`config.mk`:
```
export PLATFORM = sky130hd
export DESIGN_NAME = psr_cordic_cell
export DESIGN_NICKNAME = d
export VERILOG_FILES = /design/src/rtl/core/psr_pkg.sv /design/src/rtl/core/psr_cordic_cell.sv
export SDC_FILE = /design/constraint.sdc
export NUM_CORES = 1
export LEC_CHECK = 0
export ABC_AREA = 1
export CELL_PAD_IN_SITES_DETAIL_PLACEMENT = 0
export CELL_PAD_IN_SITES_GLOBAL_PLACEMENT = 2
export CORE_MARGIN = 2
export CORE_UTILIZATION = 33
export CTS_CLUSTER_DIAMETER = 150
export DETAILED_ROUTE_END_ITERATION = 10
export DONT_BUFFER_PORTS = 1
export GPL_TIMING_DRIVEN = 0
export PLACE_DENSITY = 0.88
export SYNTH_ARGS = -nofsm -noshare
export SYNTH_HDL_FRONTEND = slang
export SYNTH_SLANG_ARGS = --single-unit
export TNS_END_PERCENT = 50
```
`constraint.sdc`:
```
create_clock -name clk_i -period 0.8 [get_ports clk_i]
set_input_delay 0.16 -clock clk_i [delete_from_list [all_inputs] [get_ports clk_i]]
set_output_delay 0.16 -clock clk_i [all_outputs]
set_load 0.02 [all_outputs]
```
`src/rtl/core/psr_pkg.sv`:
```
// shared types, constants and helpers of the plane stress rotation block
package psr_pkg;

  localparam int unsigned STRESS_WIDTH = 32;
  localparam int unsigned ANGLE_BITS = 16;
  localparam int unsigned CORDIC_STAGES_DEF = 16;
  localparam int unsigned ATAN_ENTRIES = 24;

  localparam int unsigned TURN_W = 32;
  localparam int unsigned TRIG_FRAC = 28;
  localparam int unsigned Z_W = TURN_W + 1;
  localparam int unsigned XY_W = TRIG_FRAC + 3;
  localparam int unsigned SUM_W = STRESS_WIDTH + 1;
  localparam int unsigned PROD_W = SUM_W + XY_W;
  localparam int unsigned RND_W = PROD_W + 1 - TRIG_FRAC;
  localparam int unsigned FIN_W = RND_W + 1;

  localparam logic signed [XY_W-1:0] CORDIC_GAIN = XY_W'(163008219);
  localparam logic signed [Z_W-1:0] QUARTER_TURN = Z_W'(64'h4000_0000);
  localparam logic signed [Z_W-1:0] HALF_TURN = Z_W'(64'h8000_0000);

  typedef struct packed {
    logic signed [STRESS_WIDTH-1:0] sigma_x;
    logic signed [STRESS_WIDTH-1:0] sigma_y;
    logic signed [STRESS_WIDTH-1:0] tau_xy;
    logic [ANGLE_BITS-1:0]          angle;
  } psr_in_t;

  typedef struct packed {
    logic signed [STRESS_WIDTH-1:0] rot_sigma_x;
    logic signed [STRESS_WIDTH-1:0] rot_sigma_y;
    logic signed [STRESS_WIDTH-1:0] rot_tau_xy;
  } psr_out_t;

  typedef struct packed {
    logic                    flip;
    logic signed [XY_W-1:0]  x;
    logic signed [XY_W-1:0]  y;
    logic signed [Z_W-1:0]   z;
    logic signed [SUM_W-1:0] sum;
    logic signed [SUM_W-1:0] diff;
    logic signed [SUM_W-1:0] twice;
  } psr_cell_t;

  // atan(2^-i) in units of 2^-32 turn
  function automatic logic signed [Z_W-1:0] atan_turn(input int unsigned idx);
    logic signed [Z_W-1:0] val;
    case (idx)
      0:       val = Z_W'(536870912);
      1:       val = Z_W'(316933406);
      2:       val = Z_W'(167458907);
      3:       val = Z_W'(85004757);
      4:       val = Z_W'(42667331);
      5:       val = Z_W'(21354465);
      6:       val = Z_W'(10679838);
      7:       val = Z_W'(5340245);
      8:       val = Z_W'(2670163);
      9:       val = Z_W'(1335087);
      10:      val = Z_W'(667544);
      11:      val = Z_W'(333772);
      12:      val = Z_W'(166886);
      13:      val = Z_W'(83443);
      14:      val = Z_W'(41722);
      15:      val = Z_W'(20861);
      16:      val = Z_W'(10430);
      17:      val = Z_W'(5215);
      18:      val = Z_W'(2608);
      19:      val = Z_W'(1304);
      20:      val = Z_W'(652);
      21:      val = Z_W'(326);
      22:      val = Z_W'(163);
      23:      val = Z_W'(81);
      default: val = '0;
    endcase
    return val;
  endfunction

  function automatic logic signed [STRESS_WIDTH-1:0] sat_stress(
    input logic signed [RND_W-1:0] v
  );
    logic [RND_W-STRESS_WIDTH:0] upper;
    logic signed [STRESS_WIDTH-1:0] res;
    upper = v[RND_W-1:STRESS_WIDTH-1];
    if ((&upper) || !(|upper)) begin
      res = v[STRESS_WIDTH-1:0];
    end else if (v[RND_W-1]) begin
      res = {1'b1, {(STRESS_WIDTH-1){1'b0}}};
    end else begin
      res = {1'b0, {(STRESS_WIDTH-1){1'b1}}};
    end
    return res;
  endfunction

endpackage

```
`src/rtl/core/psr_cordic_cell.sv`:
```
// one rotation-mode cordic cell, forwards the stress terms alongside
module psr_cordic_cell #(
  parameter int unsigned STAGE = 0
) (
  input  logic               clk_i,
  input  logic               rst_ni,
  input  logic               valid_i,
  input  psr_pkg::psr_cell_t cell_i,
  output logic               valid_o,
  output psr_pkg::psr_cell_t cell_o
);
  import psr_pkg::*;

  localparam logic signed [Z_W-1:0] ATAN = atan_turn(STAGE);

  logic signed [XY_W-1:0] x_in;
  logic signed [XY_W-1:0] y_in;
  logic signed [XY_W-1:0] dx;
  logic signed [XY_W-1:0] dy;
  psr_cell_t cell_d;
  psr_cell_t cell_q;
  logic valid_q;

  assign x_in = cell_i.x;
  assign y_in = cell_i.y;
  assign dx = y_in >>> STAGE;
  assign dy = x_in >>> STAGE;

  always_comb begin
    cell_d = cell_i;
    if (!cell_i.z[Z_W-1]) begin
      cell_d.x = x_in - dx;
      cell_d.y = y_in + dy;
      cell_d.z = cell_i.z - ATAN;
    end else begin
      cell_d.x = x_in + dx;
      cell_d.y = y_in - dy;
      cell_d.z = cell_i.z + ATAN;
    end
  end

  always_ff @(posedge clk_i or negedge rst_ni) begin
    if (!rst_ni) begin
      valid_q <= 1'b0;
    end else begin
      valid_q <= valid_i;
    end
  end

  always_ff @(posedge clk_i) begin
    cell_q <= cell_d;
  end

  assign valid_o = valid_q;
  assign cell_o = cell_q;

endmodule

```
### Yosys cells after proc, flatten, opt, wreduce, memory -nomap -nowiden

Cells that the tools add are included.

* memories: 0
* register bits after elaboration: 196
* output and inout bits: 196
* bits in latches: 0
* RAM bits: 0
* logic and storage cells: 14
* memory bits (read-only): 0

* shift operators: 0
* $mul: 0
* divide/modulo/power cells: 0
* order comparisons: 0
* reduce and logical (&&, ||, !) cells: 0
* $add $sub $neg: 5
* bitwise gates (word level): 0
* muxes and demuxes: 1
* eq/ne operators: 0

Operators with widths (number)
* 95-bit 2-to-1 mux: 1
* 31-bit subtractor: 2
* 33-bit by 31-bit adder with 33-bit output, second input constant: 1
* 33-bit by 31-bit subtractor with 33-bit output, second input constant: 1
* 31-bit adder: 1

### Logic depth before layout (Yosys ltp)

Gate-level depths: netlist (run 1).

* depth after elaboration: 2
* mapped depth: 16
* depth with buffers taken out: 15

### Worst setup path before layout (run 1)

Ideal clock, no wire load.

* path kind: input to register
* from: input cell_i[132] in the netlist's numbering
* to: register cell_q, in the netlist cell_o[191]
* stages on the path: 11
* arrival: 1509 ps
* buffers on the path: 0
* path slack: -823 ps
* required time: 686 ps
* library setup time: 114 ps
* path through: ha_1 > fa_1 > nand2_1 > nand2_1 > and2_1 > nand2_1 > nand3_1 > nand2_1 > nand3_1 > nand3_1 > nand2_1

RTL lines
* start: declaration: line psr_cordic_cell.sv:8 `input psr_pkg::psr_cell_t cell_i,`
* end signal: assignment: line psr_cordic_cell.sv:51 `cell_q <= cell_d;`
* end: declaration: line psr_cordic_cell.sv:21 `psr_cell_t cell_q;`

==> flow_summary.toml, run 1 <==
[status]
status = "finished, violations left"
violations = "hold timing, setup timing"

[timing]
fin_crit_ns = 1.28
fin_crit_sh_pct = 160
setup_ws_ns = -0.480
max-slew-margin-rel_pct = 39.5
fmax_mhz = 781
rsz0062_at_grt = "yes"
holdWs_ns = -0.114
setup_viol = 253
hold_viol = 4
tightestPinTransition_ns = 0.908
slew_viol_final = 0

[yosys]
syn-num-nets = 1936
yosysWarningCount = 0
syn-cell-area_um2 = 11100
synth_ff_type = "dfxtp_1"
async_reset_ff_share_pct = 0.513
synth_cell_types = 44
syn_area_per_cell_um2 = 6.79
synth-edff-count = 0
ys_ff_latch = 195
synthCells = 1642
seq_area_frac_synth_pct = 35.1

[floorplan]
dieWidth_um = 188
core_area_um2 = 33400
design.die.area_um2 = 35300
start_util_pct = 33.4
rows = 67
pin_count = 394
die_y_um = 188

[detailed_routing]
drtPass1Iterations = 5
drt_drc_violations_left = 0
antenna_left = 0
via_per_inst = 4.93
drt_iter0_markers = 510
vias = 11500
wl_mm = 53.0
wl_per_cell_um = 22.7

[final_layout]
syn2layout_area_growth_pct = 60.4
layout-drive-gt1-share_pct = 47.0
final_cell_mix = "347 x nand2_1, 210 x inv_1, 180 x dfxtp_4"
fin_area_um2 = 17900
finalNonFillerCells = 2335
fin_nets = 2167
final_common_cell = "nand2_1"

[place]
hpwl_mm = 41.0
place_area_um2 = 12700
place_congestion = 0.943
place_inst = 2090
io_buffers = 0

[clock_tree]
cts-htree-levels = 4
clk_path_buf_depth = 2
cts_tree = "yes"
cts_sinks = 195
postCtsHoldBufs = 134
clk_pin_slew_ns = 0.07
cts_buffers = 17
cts-root-buf = "clkbuf_16"

[setup_path]
cp-start-kind = "primary input"
crit_path_max_fanout = 3
cp.required_ns = 1.17
endpoint_kind = "flop"
worstSetupPathType = "primary input to flop"
cp.arrival_ns = 1.65

[global_route]
antenna_found_initial = 1
grt_start_max_net_pins = 20
grt_pass1_vias = 11400
grt.overflow.total = 0
grt_pass1_wl_mm = 74.8
track_usage_pct = 29.1

[power_and_ir_drop]
ir_drop_mv = 1.81
leakage_nw = 8.41
cellPowerDensity_nw_per_um2 = 1760
fin_total_pwr_w = 0.0314

[min_path]
min_path_type = "primary input to flop"
hold_depth = 2

[run]
cap_violations = 0
==> final timing paths <==
kind	from	end	slack, ns
max in group asynchronous	rst_ni	valid_o	0.20
min in group asynchronous	rst_ni	valid_o	0.47
max	cell_i[132]	cell_o[146]	-0.48
min	cell_i[130]	cell_o[131]	-0.11
==> through the flow <==
step,setup slack (ns),util [%],setup TNS [ns],hold slack (ns)
global route,-0.535,53.6,-68.02,-0.125
global placement,-1.23,38.1,-59.23,-0.136
detailed placement,-1.23,38.1,-59.11,-0.136
finish,-0.480,53.6,-60.72,-0.114
CTS,-0.425,49.1,-66.91,-0.116
floorplan,-0.729,-,-37.18,-0.136
==> registers in the layout, indices dropped and copies added (netlist names) <==
name / count
cell_o: 194
valid_o: 1
==> repair_timing <==
item / 4_1_cts / 5_1_grt
endpoints found under the hold margin: 138 / 4
gates cloned: 0 / 3
endpoints found under the setup margin: 259 / 258
gates resized for setup: 532 / 380
buffers inserted: 44 / 41
pin swaps: 92 / 113
==> cell families (layout without fill, tap and decap cells) <==
family                   Yosys count  in the layout  share of synthesized area, %
AND/OR/NAND/NOR                  852            852                          32.3
adder cells (fa/ha/maj)           96             96                          11.0
flip-flops                       195            195                          35.1
XOR/XNOR                          28             28                          2.20
buffers and inverters            328            572                          12.2
multiplexers                       2              2                         0.180
AO/OA/AOI/OAI                    141            141                          6.99
other                              0              1                             0
==> power by group <==
group          total (W)  internal [W]  switching [W]
combinational    0.00984       0.00405        0.00579
clock            0.00898       0.00446        0.00451
sequential        0.0126        0.0107        0.00184
total             0.0314        0.0193         0.0121
==> cells in the mapped netlist (all sizes together), types with 2 or more instances <==
library cell | count | share of area (%)
inv | 284 | 9.6
a31oi | 3 | 0.17
xnor2 | 2 | 0.16
and2 | 5 | 0.28
clkbuf | 6 | 0.20
clkinv | 2 | 0.067
ha | 92 | 10
mux2i | 2 | 0.18
xor2 | 26 | 2.0
o22ai | 2 | 0.11
o21bai | 18 | 1.3
o21ai | 45 | 2.0
nand2 | 547 | 19
nor3 | 6 | 0.46
a21oi | 70 | 3.2
or2 | 5 | 0.28
nor2 | 112 | 4.2
nand3b | 4 | 0.37
dfxtp | 194 | 35
buf | 36 | 2.4
fa | 4 | 0.72
nand3 | 151 | 6.9
nand4 | 21 | 1.2
==> metal layers <==
metal / up-vias / wire length (um) / part of all wire, % / GRT usage (%)
met5: - / 0 / 0 / 0
met4: 0 / 1420 / 2.7 / 8.99
met3: 66 / 2760 / 5.2 / 4.44
met2: 401 / 26000 / 49 / 49.9
met1: 5533 / 22900 / 43 / 37.5
li1: 5511 / - / - / -
==> area by class of cell <==
class | count | area [um2]
fillers | 3126 | 15500
clock inverters | 14 | 163
inverters | 286 | 1200
diodes | 1 | 2.50
clock buffers | 18 | 429
flip-flops and latches | 195 | 4600
plain buffers | 32 | 412
multi-input cells | 1119 | 8390
well taps | 448 | 561
repair buffers | 222 | 2130
==> worst max-delay path, cell delays in order <==
cell and delay [ns]:
ha_4 0.14, fa_2 0.37, nand2_2 0.11, nand2_4 0.07, nand3_4 0.08, nand2_4 0.08
nand2_4 0.08, nand3_4 0.11, buf_4 0.16, buf_6 0.11, nand2_4 0.05, nand3_1 0.06
o21ai_1 0.07
Note: power is estimated with default switching activity, not from simulation.
==> run 2: changes to the inputs <==
--- a/config.mk
+++ b/config.mk
@@ -14,7 +14,9 @@
 export DETAILED_ROUTE_END_ITERATION = 10
 export DONT_BUFFER_PORTS = 1
 export GPL_TIMING_DRIVEN = 0
+export MAX_ROUTING_LAYER = met4
 export PLACE_DENSITY = 0.88
+export SKIP_CTS_REPAIR_TIMING = 1
 export SYNTH_ARGS = -nofsm -noshare
 export SYNTH_HDL_FRONTEND = slang
 export SYNTH_SLANG_ARGS = --single-unit
==> flow_summary.toml, run 2 (synthesis gave the netlist of run 1 again) <==
[detailed_routing]
wl_per_cell_um = 22.7
drtPass1Iterations = 5
antenna_left = 0
wl_mm = 52.3
via_per_inst = 4.88
drt_drc_violations_left = 0
drt_iter0_markers = 609
vias = 11200

[timing]
holdWs_ns = -0.104
rsz0062_at_grt = "yes"
hold_viol = 3
slew_viol_final = 0
tightestPinTransition_ns = 0.997
fin_crit_sh_pct = 165
max-slew-margin-rel_pct = 33.5
fin_crit_ns = 1.32
setup_ws_ns = -0.519
fmax_mhz = 758
setup_viol = 257

[setup_path]
worstSetupStartpoint = "cell_i[141]"
worstSetupPathType = "primary input to flop"
critical_path_buf_inv_count = 4
cp.arrival_ns = 1.71
critPathMaxStageDelay_ns = 0.28
crit_path_max_fanout = 5
cp.required_ns = 1.19
cpLargestDelayFamily = "buffers and inverters"
endpoint_kind = "flop"
crit_top_cell = "nand2_1"
cp_cell_sequence = "inv_8, ha_4, buf_12, clkinvlp_4, a21oi_4, buf_6, o21ai_4, a21oi_2, nand2_1, xor2_1, nand2_1, nand2_2"
critPathSlowestCell = "ha_4"
cp-start-kind = "primary input"

[power_and_ir_drop]
p_int_w = 0.0188
seqPwrFrac_pct = 40.8
ir_drop_mv = 1.71
pwr-share-comb_pct = 30.0
p_sw_w = 0.0118
cellPowerDensity_nw_per_um2 = 1810
p_clk_share_pct = 29.2
leakage_nw = 7.99
switching_share_pct = 38.5

[place]
hpwl_mm = 41.2
place_area_um2 = 12700
io_buffers = 0
place_congestion = 0.957
place_inst = 2090

[floorplan]
core_area_um2 = 33400
design.die.area_um2 = 35300
start_util_pct = 33.4
die_y_um = 188
rows = 67
pin_count = 394
dieWidth_um = 188

[status]
status = "finished, violations left"
violations = "hold timing, setup timing"

[run]
cap_violations = 0

[final_layout]
final_common_cell = "nand2_1"
fin_nets = 2137
largest_register_ffs = 194
syn2layout_area_growth_pct = 51.3
layout-drive-gt1-share_pct = 37.7
fin_area_um2 = 16900
finalNonFillerCells = 2304
final_cell_mix = "376 x nand2_1, 221 x inv_1, 139 x nand2_2"
diodes = 0

[clock_tree]
cts_buffers = 17
cts_sinks = 195
cts-root-buf = "clkbuf_16"
cts-htree-levels = 4
cts_tree = "yes"
clk_path_buf_depth = 2
clk_pin_slew_ns = 0.08

[global_route]
track_usage_pct = 28.3
grt.overflow.total = 0
antenna_found_initial = 1
grt_pass1_wl_mm = 69.8
grt_start_max_net_pins = 21
grt_pass1_vias = 10300

[min_path]
min_from = "cell_i[130]"
min_path_type = "primary input to flop"
[run 2: changes by cell type in the layout (fill, tap and decap cells not counted), moves of 11 or more]
| cell | change |
|---|---|
| buf_4 | -33 |
| dfxtp_1 | +86 |
| dfxtp_4 | -77 |
| inv_1 | +11 |
| nand2_1 | +29 |
| nand2_4 | -20 |
| nand3_1 | +15 |
| nand3_2 | -12 |
[run 2: final cells by class]
cell class	count	area, um2
clock inverter	14	165
buffer	37	469
multi-input combinational	1119	7960
clock buffer	18	429
tap	448	561
sequential	195	4300
timing repair buffer	187	1810
inverter	286	1180
fill	3270	16500
[run 2: routing by layer]
layer,routed length (um),global-route usage [%]
met1,22600,35.3
met2,25400,47.4
met3,2870,5.56
met4,1410,6.36
met5,0,-
[run 2: final timing paths]
kind / slack, ns / endpoint / cells after the start
min in group asynchronous: 0.49 / valid_o / 2
worst min-delay path: -0.10 / cell_o[131] / 2
max in group asynchronous: 0.20 / valid_o / 2
worst max-delay path: -0.52 / cell_o[179] / 12
[run 2: stage by stage]
stage / TNS, ns / power (W) / worst slack (ns) / util (%) / hold WS, ns
detailed placement: -59.32 / 0.0194 / -1.19 / 38.1 / -0.136
floorplan: -37.18 / 0.0172 / -0.729 / - / -0.136
finish: -66.97 / 0.0305 / -0.519 / 50.6 / -0.104
CTS: -88.73 / 0.0283 / -0.745 / 39.8 / -0.627
global route: -74.35 / 0.0318 / -0.554 / 50.6 / -0.115
global placement: -59.53 / 0.0194 / -1.20 / 38.1 / -0.136
[run 2: power by group through the flow]
| stage | registers [W] | clock network [W] | logic, W |
|---|---|---|---|
| after floorplan | 0.0123 | 0 | 0.00490 |
| after global placement | 0.0128 | 0 | 0.00667 |
| after detailed placement | 0.0128 | 0 | 0.00669 |
| after CTS | 0.0125 | 0.00900 | 0.00673 |
| after global routing | 0.0125 | 0.00943 | 0.00987 |
| final | 0.0125 | 0.00892 | 0.00915 |
